### src/rtl/chm_ram.sv
// generic single write, single registered read port ram
`default_nettype none
module chm_ram #(
    parameter int WIDTH = 8,
    parameter int DEPTH = 16
) (
    input  wire logic                     aclk,
    input  wire logic                     wr_en,
    input  wire logic [$clog2(DEPTH)-1:0] wr_addr,
    input  wire logic [WIDTH-1:0]         wr_data,
    input  wire logic [$clog2(DEPTH)-1:0] rd_addr,
    output logic      [WIDTH-1:0]         rd_data
);

    logic [WIDTH-1:0] mem [DEPTH];

    // write and registered read
    always_ff @(posedge aclk) begin
        if (wr_en) begin
            mem[wr_addr] <= wr_data;
        end
        rd_data <= mem[rd_addr];
    end

endmodule
`default_nettype wire

### config.mk
export PLATFORM = sky130hd
export DESIGN_NAME = chm_ram
export DESIGN_NICKNAME = d
export VERILOG_FILES = /design/src/rtl/chm_ram.sv
export SDC_FILE = /design/constraint.sdc
export NUM_CORES = 1
export LEC_CHECK = 0
export ABC_AREA = 1
export ABC_CLOCK_PERIOD_IN_PS = 3200
export BUFFER_PORTS_ARGS = -buffer_cell sky130_fd_sc_hd__buf_2
export CAP_MARGIN = 20
export CELL_PAD_IN_SITES_DETAIL_PLACEMENT = 1
export CELL_PAD_IN_SITES_GLOBAL_PLACEMENT = 1
export CORE_MARGIN = 2
export CORE_UTILIZATION = 52
export DETAILED_ROUTE_END_ITERATION = 16
export PLACE_DENSITY = 0.81
export SYNTH_ARGS = -nofsm -noshare
export SYNTH_HDL_FRONTEND = slang
export SYNTH_SLANG_ARGS = --single-unit
### constraint.sdc
create_clock -name aclk -period 3.2 [get_ports aclk]
set_input_delay 0.48 -clock aclk [delete_from_list [all_inputs] [get_ports aclk]]
set_output_delay 0.48 -clock aclk [all_outputs]
set_load 0.02 [all_outputs]
==> run metrics <==
final design area excluding fillers about 6600 µm²; pwr dens approximately 660 nW/µm²; critical path required time 2720 ps; largest stage delay on the critical path between 300 and 400 ps; Synth Area in XOR/XNOR 0%; syn_nets 569; fraction of final layout cells sized beyond drive strength 1 10.7%; top fanout value on the critical path 1; clock-pin slew on the worst setup and hold paths 60 ps; Final Hold Fails 0; setup repair after global routing missed its margin false; post-synthesis instance area 5770 µm²; count of buffer and inverter cells on the critical path 1; Antenna Violating Nets Remaining 0; Distinct cells, synth 12; cell depth of the worst flop-to-flop path 6; critical path start-end classification flop to output pin; first-iteration detailed-routing DRC count ~280; share of total power in sequential cells between 40% and 50%; clock sink count 136; via count 3984; Register-to-Register Setup Slack 2010 ps; most common cell after layout, fill and taps aside nand2_1; largest family of logic cells by synthesized area simple AND/OR/NAND/NOR gates; post-DR wirelength/cell 20.6 µm; cell-internal power around 3.3 mW; most frequent cells in the layout 173 x nand2_1, 128 x edfxtp_1, 100 x inv_1; post-CTS sizing 0; kind of cell adding the most delay to the critical path flip-flops; maximum clock frequency 0.661 GHz; remaining global-route overflow 0; floorplan core area 10800 µm²; Least-Margin Pin Slew ~900 ps; kind of end point of the critical path output pin; Bufs on Longest Clock Path 2; post-synthesis compound-gate area fraction 0%; Post-route DRC 0; Die Footprint 11900 µm²; Layout Nets 594; clock share of power a little under half; Post CTS Setup Buffer Count 0; cell chain of the critical path buf_2; FILL cells 1148; all-layer global routing usage between 20 and 30%; mux share of post-synthesis cell area 0%; width of the die 109 µm; Detail Placement HPWL ~8600 µm; Area growth syn-to-layout 13.6%; die height 109 µm; leakage power summed over all cells 2.82 nW; number of global-route vias before repair 4330; CTS tree done; source-to-sink clock delay at the later pin of the worst-skew pair 530 ps; Layout Skew 5.65 ps; share of synthesized cell area in full adder, half adder and majority cells 0%; post-synthesis simple-gate area fraction 21.0%; number of top-level design ports 26; period utilisation layout about 47%; cell area after placement 5940 µm²; final count of pins violating max slew 0; Yosys reg bits 136; combinational group share of total power 6.0%; Synth Warn # 0; H-tree lvl count 4; largest net degree at the start of global routing 44; minimum clock period after layout 1510 ps; share of total power consumed by net switching 22.8%; routability-driven placement congestion ratio 0.827; Max Cap Violations 0; number of antenna diodes 0; share of the yosys chip area belonging to registers 69.4%; global-route wire length before repair 23500 µm; startpoint type of the worst setup path flop; port bufs 25; Initial Util 53.2%; worst hold slack 327 ps; instance count along the most critical hold path 3; class of the worst hold path primary input to flop; synthesized netlist cell count 551; Syn Area/Cell 10.5 µm²; clock root buffer clkbuf_8; Worst EP arrival 1030 ps; Rel. slew slack 40.5%; detail-routed via count per cell 5.47; row count 38; worst ir drop on vdd 0.480 mV; number of antenna violations at the first check in global routing 0; switching component of the power 0.984 mW; Worst path depth 1; count of hold buffers inserted by post-cts repair 0; cell with the largest stage delay on the worst path dfxtp_1; Setup-failing EPs final 0; Inserted Clock Buffers 17; setup TNS 0 ps; total wirelength of the detailed-routed design about 15000 µm; TritonRoute pass-1 iters 5; result of the run finished clean
## per-layer routing
| metal | part of all wire [%] | track usage (%) |
|---|---|---|
| met2 | 49 | 45.7 |
| met5 | 0 | 0 |
| met4 | 3.2 | 12.5 |
| met1 | 41 | 35.3 |
| met3 | 6.3 | 6.52 |
## power groups by stage
stage                     registers (mW)  logic, mW  clock network [mW]
after floorplan                     2.05      0.140                   0
after global placement              2.04      0.244                   0
after detailed placement            2.04      0.254                   0
after CTS                           2.00      0.262                2.07
after global routing                2.01      0.288                2.13
final                               2.00      0.261                2.05
## cell type report
cell class | count | area, µm² | area share [%]
flip-flops and latches | 136 | 4000 | 61.1
multi-input cells | 289 | 1210 | 18.5
clock buffers | 18 | 418 | 6.38
inverters | 102 | 383 | 5.84
clock inverters | 14 | 198 | 3.02
well taps | 140 | 175 | 2.67
repair buffers | 30 | 163 | 2.48
## stage by stage
step / utilization [%] / std cells / total power [mW] / setup WS [ps]
CTS: 60.5 / 729 / 4.33 / 1660
finish: 60.5 / 729 / 4.31 / 1690
global route: 60.5 / 729 / 4.42 / 1640
floorplan: - / 551 / 2.19 / 1770
global placement: 54.8 / 697 / 2.28 / 1300
detailed placement: 54.8 / 697 / 2.29 / 1250
## synth_stat cells, drive strengths merged
| library cell | count | share of area [%] |
|---|---|---|
| buf | 24 | 2.9 |
| dfxtp | 8 | 2.8 |
| edfxtp | 128 | 67 |
| inv | 102 | 6.6 |
| nand2 | 173 | 11 |
| nand3 | 97 | 8.4 |
| nand3b | 2 | 0.26 |
| nor2 | 17 | 1.1 |
## cell families (layout without fill, tap and decap cells)
logic type | count (synthesis) | count (layout)
buffers and inverters | 126 | 164
DFF | 136 | 136
and+or+nand+nor | 289 | 289
## sequential cells by signal, indices dropped and copies added (netlist names)
signal / count
mem: 128
rd_data: 8
## worst paths after layout
| kind | start | endpoint |
|---|---|---|
| setup / recovery | rd_data[2] | rd_data[2] |
| setup reg to reg | mem[0][3] | rd_data[3] |
| hold reg to reg | mem[14][4] | rd_data[4] |
| hold / removal | rd_addr[3] | rd_data[0] |
## tightest hold or removal path: cells and delay by family
kind	cells	cell delay, ps
buf+inv	1	180
simple gates	2	150
Power figures use the tool's default switching activity.
